File: src/rtl/core/dfs_pkg.sv
`default_nettype none

package dfs_pkg;

  localparam int unsigned COORD_BITS_DEF = 16;
  localparam int unsigned ID_BITS_DEF    = 16;

  // depth of the queue between front and back
  localparam int unsigned Q_DEPTH = 2;

  localparam logic OP_START = 1'b0;
  localparam logic OP_CAND  = 1'b1;

  localparam logic [1:0] DIR_LEFT  = 2'd0;
  localparam logic [1:0] DIR_RIGHT = 2'd1;
  localparam logic [1:0] DIR_UP    = 2'd2;
  localparam logic [1:0] DIR_DOWN  = 2'd3;

endpackage

`default_nettype wire

File: src/rtl/core/dfs_front.sv
`default_nettype none

module dfs_front #(
  parameter int unsigned COORD_BITS = dfs_pkg::COORD_BITS_DEF,
  parameter int unsigned ID_BITS    = dfs_pkg::ID_BITS_DEF
) (
  input  logic                  clk_i,
  input  logic                  rst_ni,
  input  logic                  in_valid_i,
  output logic                  in_ready_o,
  input  logic                  in_opcode_i,
  input  logic [1:0]            in_dir_i,
  input  logic [COORD_BITS-1:0] in_left_i,
  input  logic [COORD_BITS-1:0] in_top_i,
  input  logic [COORD_BITS-2:0] in_width_i,
  input  logic [COORD_BITS-2:0] in_height_i,
  input  logic [ID_BITS-1:0]    in_id_i,
  input  logic                  in_last_i,
  output logic                  item_valid_o,
  input  logic                  item_ready_i,
  output logic                  item_cand_o,
  output logic [1:0]            item_dir_o,
  output logic [COORD_BITS:0]   item_l_o,
  output logic [COORD_BITS:0]   item_t_o,
  output logic [COORD_BITS:0]   item_r_o,
  output logic [COORD_BITS:0]   item_b_o,
  output logic [ID_BITS-1:0]    item_id_o,
  output logic                  item_last_o
);
  import dfs_pkg::*;

  localparam int unsigned PTR_W = (Q_DEPTH > 1) ? $clog2(Q_DEPTH) : 1;
  localparam int unsigned CNT_W = $clog2(Q_DEPTH + 1);

  logic                  cand_mem [Q_DEPTH];
  logic [1:0]            dir_mem  [Q_DEPTH];
  logic [COORD_BITS:0]   l_mem    [Q_DEPTH];
  logic [COORD_BITS:0]   t_mem    [Q_DEPTH];
  logic [COORD_BITS:0]   r_mem    [Q_DEPTH];
  logic [COORD_BITS:0]   b_mem    [Q_DEPTH];
  logic [ID_BITS-1:0]    id_mem   [Q_DEPTH];
  logic                  last_mem [Q_DEPTH];

  logic [PTR_W-1:0] wr_ptr_q, wr_ptr_d;
  logic [PTR_W-1:0] rd_ptr_q, rd_ptr_d;
  logic [CNT_W-1:0] cnt_q, cnt_d;

  logic push, pop;
  logic [COORD_BITS:0] left_x, top_x, right_x, bottom_x;

  // edges of the item, one bit wider than the coordinates
  assign left_x   = {in_left_i[COORD_BITS-1], in_left_i};
  assign top_x    = {in_top_i[COORD_BITS-1], in_top_i};
  assign right_x  = left_x + {2'b00, in_width_i};
  assign bottom_x = top_x + {2'b00, in_height_i};

  assign in_ready_o   = (cnt_q != CNT_W'(Q_DEPTH));
  assign item_valid_o = (cnt_q != '0);
  assign push         = in_valid_i && in_ready_o;
  assign pop          = item_valid_o && item_ready_i;

  always_comb begin
    wr_ptr_d = wr_ptr_q;
    rd_ptr_d = rd_ptr_q;
    cnt_d    = cnt_q;
    if (push) begin
      wr_ptr_d = (wr_ptr_q == PTR_W'(Q_DEPTH - 1)) ? '0 : wr_ptr_q + 1'b1;
    end
    if (pop) begin
      rd_ptr_d = (rd_ptr_q == PTR_W'(Q_DEPTH - 1)) ? '0 : rd_ptr_q + 1'b1;
    end
    if (push && !pop) begin
      cnt_d = cnt_q + 1'b1;
    end else if (pop && !push) begin
      cnt_d = cnt_q - 1'b1;
    end
  end

  always_ff @(posedge clk_i or negedge rst_ni) begin
    if (!rst_ni) begin
      wr_ptr_q <= '0;
      rd_ptr_q <= '0;
      cnt_q    <= '0;
    end else begin
      wr_ptr_q <= wr_ptr_d;
      rd_ptr_q <= rd_ptr_d;
      cnt_q    <= cnt_d;
    end
  end

  always_ff @(posedge clk_i) begin
    if (push) begin
      cand_mem[wr_ptr_q] <= (in_opcode_i == OP_CAND);
      dir_mem[wr_ptr_q]  <= in_dir_i;
      l_mem[wr_ptr_q]    <= left_x;
      t_mem[wr_ptr_q]    <= top_x;
      r_mem[wr_ptr_q]    <= right_x;
      b_mem[wr_ptr_q]    <= bottom_x;
      id_mem[wr_ptr_q]   <= in_id_i;
      last_mem[wr_ptr_q] <= in_last_i;
    end
  end

  assign item_cand_o = cand_mem[rd_ptr_q];
  assign item_dir_o  = dir_mem[rd_ptr_q];
  assign item_l_o    = l_mem[rd_ptr_q];
  assign item_t_o    = t_mem[rd_ptr_q];
  assign item_r_o    = r_mem[rd_ptr_q];
  assign item_b_o    = b_mem[rd_ptr_q];
  assign item_id_o   = id_mem[rd_ptr_q];
  assign item_last_o = last_mem[rd_ptr_q];

endmodule

`default_nettype wire

File: config.mk
export PLATFORM = sky130hd
export DESIGN_NAME = dfs_front
export DESIGN_NICKNAME = d
export VERILOG_FILES = /design/src/rtl/core/dfs_pkg.sv /design/src/rtl/core/dfs_front.sv
export SDC_FILE = /design/constraint.sdc
export NUM_CORES = 1
export LEC_CHECK = 0
export BUFFER_PORTS_ARGS = -buffer_cell sky130_fd_sc_hd__buf_2
export CORE_MARGIN = 2
export CORE_UTILIZATION = 58
export DETAILED_ROUTE_END_ITERATION = 8
export PLACE_DENSITY = 0.89
export SLEW_MARGIN = 15
export SYNTH_ARGS = -nofsm -noshare
export SYNTH_HDL_FRONTEND = slang
export SYNTH_SLANG_ARGS = --single-unit
File: constraint.sdc
create_clock -name clk_i -period 13.8 [get_ports clk_i]
set_input_delay 1.38 -clock clk_i [delete_from_list [all_inputs] [get_ports clk_i]]
set_output_delay 1.38 -clock clk_i [all_outputs]
set_load 0.01 [all_outputs]
* Word level (Yosys, flattened, before mapping)
Memories as Yosys holds them, arrays and structs flattened. Index checks and enable logic that the tools add are counted.
Cells by class: add/sub/neg operators 6, eq/ne operators 1, muxes and demuxes 6, reduce and logical (&&, ||, !) cells 8
Operators with widths (number):
- $add A16 B16 Y17 | 2
- $logic_and A1 B1 Y1 | 4
- $mux W1 | 4
- $mux W2 | 2
- $reduce_bool A2 Y1 | 2
- $add A1 B1 Y1 const B | 2
- $add A2 B1 Y2 const B | 1
- $logic_not A1 Y1 | 2
- $ne A2 B2 Y1 const B | 1
- $sub A2 B1 Y2 const B | 1
Word-level totals: register bits after elaboration 4, bits in writable memories 176, output and inout port bits 90, logic and storage cells 32, memories kept 8
Memory list:
- b_mem | words 2, width 17, read ports 1, clocked after memory_dff 0, wr ports 1, line dfs_front.sv:40 | logic [COORD_BITS:0] b_mem [Q_DEPTH];
- l_mem | words 2, width 17, read ports 1, clocked after memory_dff 0, wr ports 1, line dfs_front.sv:37 | logic [COORD_BITS:0] l_mem [Q_DEPTH];
- r_mem | words 2, width 17, read ports 1, clocked after memory_dff 0, wr ports 1, line dfs_front.sv:39 | logic [COORD_BITS:0] r_mem [Q_DEPTH];
- t_mem | words 2, width 17, read ports 1, clocked after memory_dff 0, wr ports 1, line dfs_front.sv:38 | logic [COORD_BITS:0] t_mem [Q_DEPTH];
- id_mem | words 2, width 16, read ports 1, clocked after memory_dff 0, wr ports 1, line dfs_front.sv:41 | logic [ID_BITS-1:0] id_mem [Q_DEPTH];
- dir_mem | words 2, width 2, read ports 1, clocked after memory_dff 0, wr ports 1, line dfs_front.sv:36 | logic [1:0] dir_mem [Q_DEPTH];
- 2 more memories

* Logic depth before layout (Yosys ltp)
Gate-level depths: netlist (run 1).
depth after elaboration 6, mapped depth 7, mapped depth without buffers 7

* Least setup slack after synthesis (run 1)
Ideal clock, no wire load.
path kind input to register, start point input port in_valid_i, end point memory b_mem[0][0] in the netlist's numbering, enable pin, arrival time 5.056 ns, required time 13.269 ns, slack 8.213 ns, cell stages on the path 2, buffers on the path 0, path through nand2_1 > nor2_1
On the way: cells in the longest elaborated chain, start to end 3
Ends and longest elaborated chain:
- start: declaration | line dfs_front.sv:9 | input logic in_valid_i,
- $logic_and A1 B1 Y1 | line dfs_front.sv:59 | assign push = in_valid_i && in_ready_o;
- $mux W1 | line dfs_front.sv:92 | if (push) begin
- $mux W1 (implied by the code) | line dfs_front.sv:98 | b_mem[wr_ptr_q] <= bottom_x;
- end: declaration | line dfs_front.sv:40
Every way passes these cells.

* Final worst setup path (run 1)
start point register rd_ptr_q, end point output port item_l_o[1]
On the way: cells in the longest elaborated chain, start to end 1
Ends and longest elaborated chain:
- start: declaration | line dfs_front.sv:45 | logic [PTR_W-1:0] rd_ptr_q, rd_ptr_d;
- start signal: assignment | line dfs_front.sv:86 | rd_ptr_q <= rd_ptr_d;
- $mem_v2 Z2 W17
- end: declaration | line dfs_front.sv:23 | output logic [COORD_BITS:0] item_l_o,
Every way passes these cells.

==> results of run 1 <==
[final timing paths]
| path | from | end | slack (ns) |
|---|---|---|---|
| min | cnt_q[1] | cnt_q[1] | 0.50 |
| max reg2reg | cnt_q[0] | id_mem[0][13] | 11.39 |
| min in group asynchronous | rst_ni | wr_ptr_q | 0.75 |
| min reg2reg | cnt_q[1] | cnt_q[1] | 0.50 |
| max in group asynchronous | rst_ni | rd_ptr_q | 12.91 |
| max | rd_ptr_q | item_l_o[1] | 10.41 |
[metal layers]
metal  wire (microns)  up-vias
met5                0        -
met4              395        0
li1                 -     2237
met1             6240     2335
met2             7830      167
met3              771       33
[power groups by stage]
stage          registers [mW]  logic, mW  clock network [mW]
6_report                0.791      0.588               0.440
5_1_grt                 0.803      0.633               0.473
4_1_cts                 0.830      0.538               0.449
3_5_place_dp            0.841      0.533                   0
3_3_place_gp            0.831      0.523                   0
2_1_floorplan           0.789      0.390                   0
[layout make-up]
class	count	area share, %
clock buffer	17	4.46
clock inverter	15	1.26
inverter	4	0.157
multi-input combinational	284	26.5
sequential	176	55.2
tap	176	2.31
timing repair buffer	179	10.1
[sequential cells by signal (all words and copies together), names as in the netlist]
name      cells
b_mem        34
cand_mem      2
cnt_q         2
dir_mem       4
id_mem       32
l_mem        32
last_mem      2
r_mem        34
rd_ptr_q      1
t_mem        32
wr_ptr_q      1
[cells in the mapped netlist, drive strengths merged (5+ instances only)]
| master | instances |
|---|---|
| buf | 7 |
| nand3 | 6 |
| edfxtp | 172 |
| nor3 | 5 |
| o21ai | 13 |
| ha | 31 |
| xor2 | 14 |
| nor2 | 8 |
| a21oi | 31 |
| xnor2 | 16 |
| a21o | 6 |
| mux2 | 86 |
| nand2 | 17 |
| clkbuf | 8 |
[cells by family (layout without fill, tap and decap cells)]
group / after synthesis / in the layout
buffers and inverters: 19 / 215
adders and majority gates: 33 / 33
and+or+nand+nor: 61 / 61
muxes: 86 / 86
xor gates and xnor gates: 30 / 30
AOI/OAI and AO/OA: 74 / 74
DFF: 176 / 176
[stage by stage]
| stage | cell area (sq um) | setup slack [ns] | std cells | power (mW) | util, % |
|---|---|---|---|---|---|
| 2_1_floorplan | 7870 | 8.21 | 479 | 1.18 | - |
| 3_3_place_gp | 8910 | 10.22 | 816 | 1.35 | 67.3 |
| 3_5_place_dp | 8910 | 10.15 | 816 | 1.37 | 67.3 |
| 4_1_cts | 9460 | 10.14 | 848 | 1.82 | 71.4 |
| 5_1_grt | 9540 | 10.33 | 851 | 1.91 | 72.0 |
| 6_report | 9540 | 10.41 | 851 | 1.82 | 72.0 |
[critical path, stage by stage, from the launching register on]
cell	delay, ns
dfrtp_4	0.66
buf_16	0.34
mux2_2	0.39
buf_2	0.14
==> flow_summary.toml, run 1 <==
[sta]
rsz0062_at_grt = "false"
finalHoldViolations = 0
fin_hold_ws_ns = 0.504
slew_violations = 0
fmax_mhz = 295
finClkSkew_ns = 0.00649
finalSetupViolations = 0
final.period_utilization_pct = 24.5
slew_headroom_pct = 46.9
final.setup.tns_ns = 0
min_period_ns = 3.39
worst_slew_pin_slew_ns = 0.795

[drt]
drc = 0
drt_iter0_drc = 340
first_pass_iters = 4
drt_wl_total_mm = 15.2
postRouteAntennaNets = 0
wl_per_cell_microns = 17.9
via_count = 4772
vias_per_cell = 5.61

[critical_path]
path_class = "register to output port"
crit_required_ns = 12.42
r2r_cells = 4
start_kind = "register"
cp_max_fo = 63
critPathCaptureType = "output port"
crit_arrival_ns = 2.01

[clocking]
cts-buffers-inserted = 17
cts.path.max_buffers = 2
clock_sinks = 176
cts_setup_buffers = 0
cts_tree = "done"
cts_resized = 0
cts_hold_buffers = 0
path_clk_slew_ns = 0.06
cts_htree_levels = 4
clockRootBuffer = "clkbuf_16"
worstSkewPairLatency_ns = 0.43

[layout]
final_cell_mix = "175 x buf_2, 172 x edfxtp_1, 86 x mux2_2"
antenna-diode-count = 0
layout.nets = 781
final-seq-area_sq_mm = 0.00527
synthToLayoutAreaGrowth_pct = 21.3
multi_input_area_sq_mm = 0.00252
mostFrequentLayoutCell = "buf_2"
fill_cells = 856
drive_gt1_share_pct = 45.8

[logic_synthesis]
synth_ff_type = "edfxtp_1"
synth_area_leaders = "edfxtp_1 66%, mux2_2 12%, ha_1 4.9%"
synth_top_family_by_area = "multiplexers"
synth_adder_area_share_pct = 5.44
syn-cell-area_sq_mm = 0.00787
yosys.area_share.simple_pct = 4.23
yosysTopAreaCell = "edfxtp_1"
yosys-mux-area-fraction_pct = 12.3
ys_seq_area_share_pct = 66.9
synthXorXnorAreaFrac_pct = 3.34
yosysUniqueCellTypes = 53
synth_compound_area_share_pct = 6.62
synth_area_per_cell_sq_um = 16.4
synthArstFlopShare_pct = 2.27
synthCells = 479
yosys.area.top_type_share_pct = 65.7
syn_nets = 598
ys_warn_count = 0
synth_edf_count = 172
ys_seq_elements = 176

[pwr]
power.density_mw_per_mm2 = 191
p_sw_share_pct = 30.5
power_frac_seq_pct = 43.5
p_int_mw = 1.26
power_frac_clock_pct = 24.2
combinationalPowerShare_pct = 32.3
switching_power_mw = 0.554
vdd_drop_max_mv = 0.100
leakage_nw = 3.63

[floorplanning]
top_level_ports = 176
core-area_sq_mm = 0.0132
dieHeight_microns = 120
row_count = 42
dieArea_sq_mm = 0.0145
chipWidth_microns = 120
initial_core_util_pct = 59.4

[grt]
grt_util_all_layers_pct = 21.4
grt_pass1_vias = 4947
grt.busiest_layer = "met2"
gr-total-overflow = 0
met3_usage_pct = 5.14
antenna_found_initial = 0
grt_max_degree = 88
met1_usage_pct = 25.8
use_met2_pct = 36.3
grt_pass1_wl_mm = 23.8

[min_path]
hold_class = "register to register"
hold_path_depth = 1

[place]
io_buffer_count = 175
gp_congestion = 0.811
dp.final_hpwl_mm = 10.1

[flow_run]
cap_violations = 0

[outcome]
status = "finished clean"
Power figures use the tool's default switching activity.
==> run 2: changes to the inputs <==
Settings changed: CORE_UTILIZATION 58 to 49, PLACE_DENSITY 0.89 to 0.8.
Clock period 13.8 ns to 2.9 ns, I/O delays scaled along.
==> run 2 against run 1 <==
Net effect: wire length is 3.3% higher; sequential share of layout area decreased by 0.40 points; worst setup slack got worse by 9.8 ns; non-clock buffer count increased by 2; total power rose to 4.8 times the previous value; utilization fell by 11 points; sequential cell count did not move; via count fell by 0.52%; die area grew 18%; design area rose by 0.73%; largest cell class unchanged; first-iteration DRC count is 12% lower; critical path depth unchanged.
==> flow_summary.toml, run 2 (same netlist as run 1, synthesis figures left out) <==
[sta]
rsz0062_at_grt = "false"
finalHoldViolations = 0
slew_violations = 0
finClkSkew_ns = 0.00438
slew_headroom_pct = 58.7
finalSetupViolations = 0
min_period_ns = 2.24
final.period_utilization_pct = 77.2
setup_slack_ns = 0.663
fmax_mhz = 447
final.setup.tns_ns = 0
worst_slew_pin_slew_ns = 0.620

[floorplanning]
row_count = 46
dieArea_sq_mm = 0.0171
chipWidth_microns = 131
initial_core_util_pct = 49.9
dieHeight_microns = 131
core-area_sq_mm = 0.0158
top_level_ports = 176

[clocking]
path_clk_slew_ns = 0.06
cts_htree_levels = 4
cts.path.max_buffers = 2
cts-buffers-inserted = 17
cts_setup_buffers = 0
clock_sinks = 176
worstSkewPairLatency_ns = 0.42
clockRootBuffer = "clkbuf_16"
cts_tree = "done"

[pwr]
combinationalPowerShare_pct = 32.1
switching_power_mw = 2.71
power_frac_clock_pct = 25.5
p_int_mw = 6.10
power.density_mw_per_mm2 = 916
vdd_drop_max_mv = 0.723
power_frac_seq_pct = 42.4
leakage_nw = 3.66
p_sw_share_pct = 30.7

[grt]
met1_usage_pct = 22.2
use_met2_pct = 32.2
grt_pass1_vias = 4906
antenna_found_initial = 0
grt_util_all_layers_pct = 18.7
met3_usage_pct = 4.56
grt.busiest_layer = "met2"
gr-total-overflow = 0
grt_max_degree = 87
grt_pass1_wl_mm = 24.2

[critical_path]
cp_max_fo = 29
crit_required_ns = 2.61
regToRegSetupSlack_ns = 1.13
start_kind = "register"
crit_arrival_ns = 1.95
path_class = "register to output port"
critPathCaptureType = "output port"

[drt]
drc = 0
vias_per_cell = 5.32
postRouteAntennaNets = 0
drt_iter0_drc = 300
wl_per_cell_microns = 17.6
drt_wl_total_mm = 15.7
via_count = 4747
first_pass_iters = 5

[flow_run]
cap_violations = 0

[place]
dp.final_hpwl_mm = 10.9
preCtsSetupSlack_ns = 0.427
gp_congestion = 0.832
io_buffer_count = 175

[layout]
layout.nets = 783
antenna-diode-count = 0
reg_top3 = "b_mem (34), r_mem (34)"
multi_input_area_sq_mm = 0.00252
final-seq-area_sq_mm = 0.00527
mostFrequentLayoutCell = "buf_2"
drive_gt1_share_pct = 46.2
final_util_pct = 60.9
synthToLayoutAreaGrowth_pct = 22.2
fill_cells = 1224
final_cell_mix = "175 x buf_2, 172 x edfxtp_1, 86 x mux2_2"

[outcome]
status = "finished clean"

[min_path]
hold_class = "primary input to register"
run 2: cell type report:
type	count	share of cell area (%)
tap	216	2.81
timing repair buffer	181	9.87
clock buffer	17	4.43
clock inverter	15	1.64
sequential	176	54.8
multi-input combinational	284	26.3
inverter	4	0.156
run 2: critical path, stage by stage, from the launching register on:
cell,delay [ns]
dfrtp_4,0.55
buf_4,0.41
mux2_2,0.41
buf_2,0.15
run 2: path summary, 6_finish.rpt:
| kind | endpoint | cells after the start | startpoint |
|---|---|---|---|
| min in group asynchronous | wr_ptr_q | 2 | rst_ni |
| max in group asynchronous | rd_ptr_q | 2 | rst_ni |
| worst min-delay path | id_mem[0][4] | 1 | in_id_i[4] |
| worst min register to register | cnt_q[1] | 1 | cnt_q[1] |
| worst max register to register | l_mem[0][15] | 4 | cnt_q[0] |
| worst max-delay path | item_r_o[7] | 3 | rd_ptr_q |
run 2: power by group through the flow:
| stage | clock network, mW | registers [mW] | logic [mW] |
|---|---|---|---|
| CTS | 2.30 | 3.74 | 2.88 |
| floorplan | 0 | 3.71 | 1.86 |
| finish | 2.24 | 3.74 | 2.82 |
| global placement | 0 | 3.75 | 2.80 |
| global route | 2.39 | 3.80 | 3.06 |
| detailed placement | 0 | 3.80 | 2.86 |
run 2: layer usage:
metal | part of all wire (%) | vias to the layer above
met2 | 52 | 137
li1 | - | 2246
met5 | 0 | -
met3 | 4.5 | 38
met4 | 2.9 | 0
met1 | 41 | 2326
run 2: timing repair:
action | CTS | global route
endpoints found under the hold margin | 4 | 0
gates resized for setup | 0 | 0
hold buffers | 1 | 0
run 2: metrics by stage:
step	area, sq um	hold slack, ns	std cells	power (mW)
after detailed placement	9020	0.105	860	6.66
after CTS	9610	0.0237	893	8.92
after floorplan	7870	-0.00559	479	5.57
final	9610	0.0544	893	8.80
after global placement	9020	0.0931	860	6.55
after global routing	9610	0.0263	893	9.25
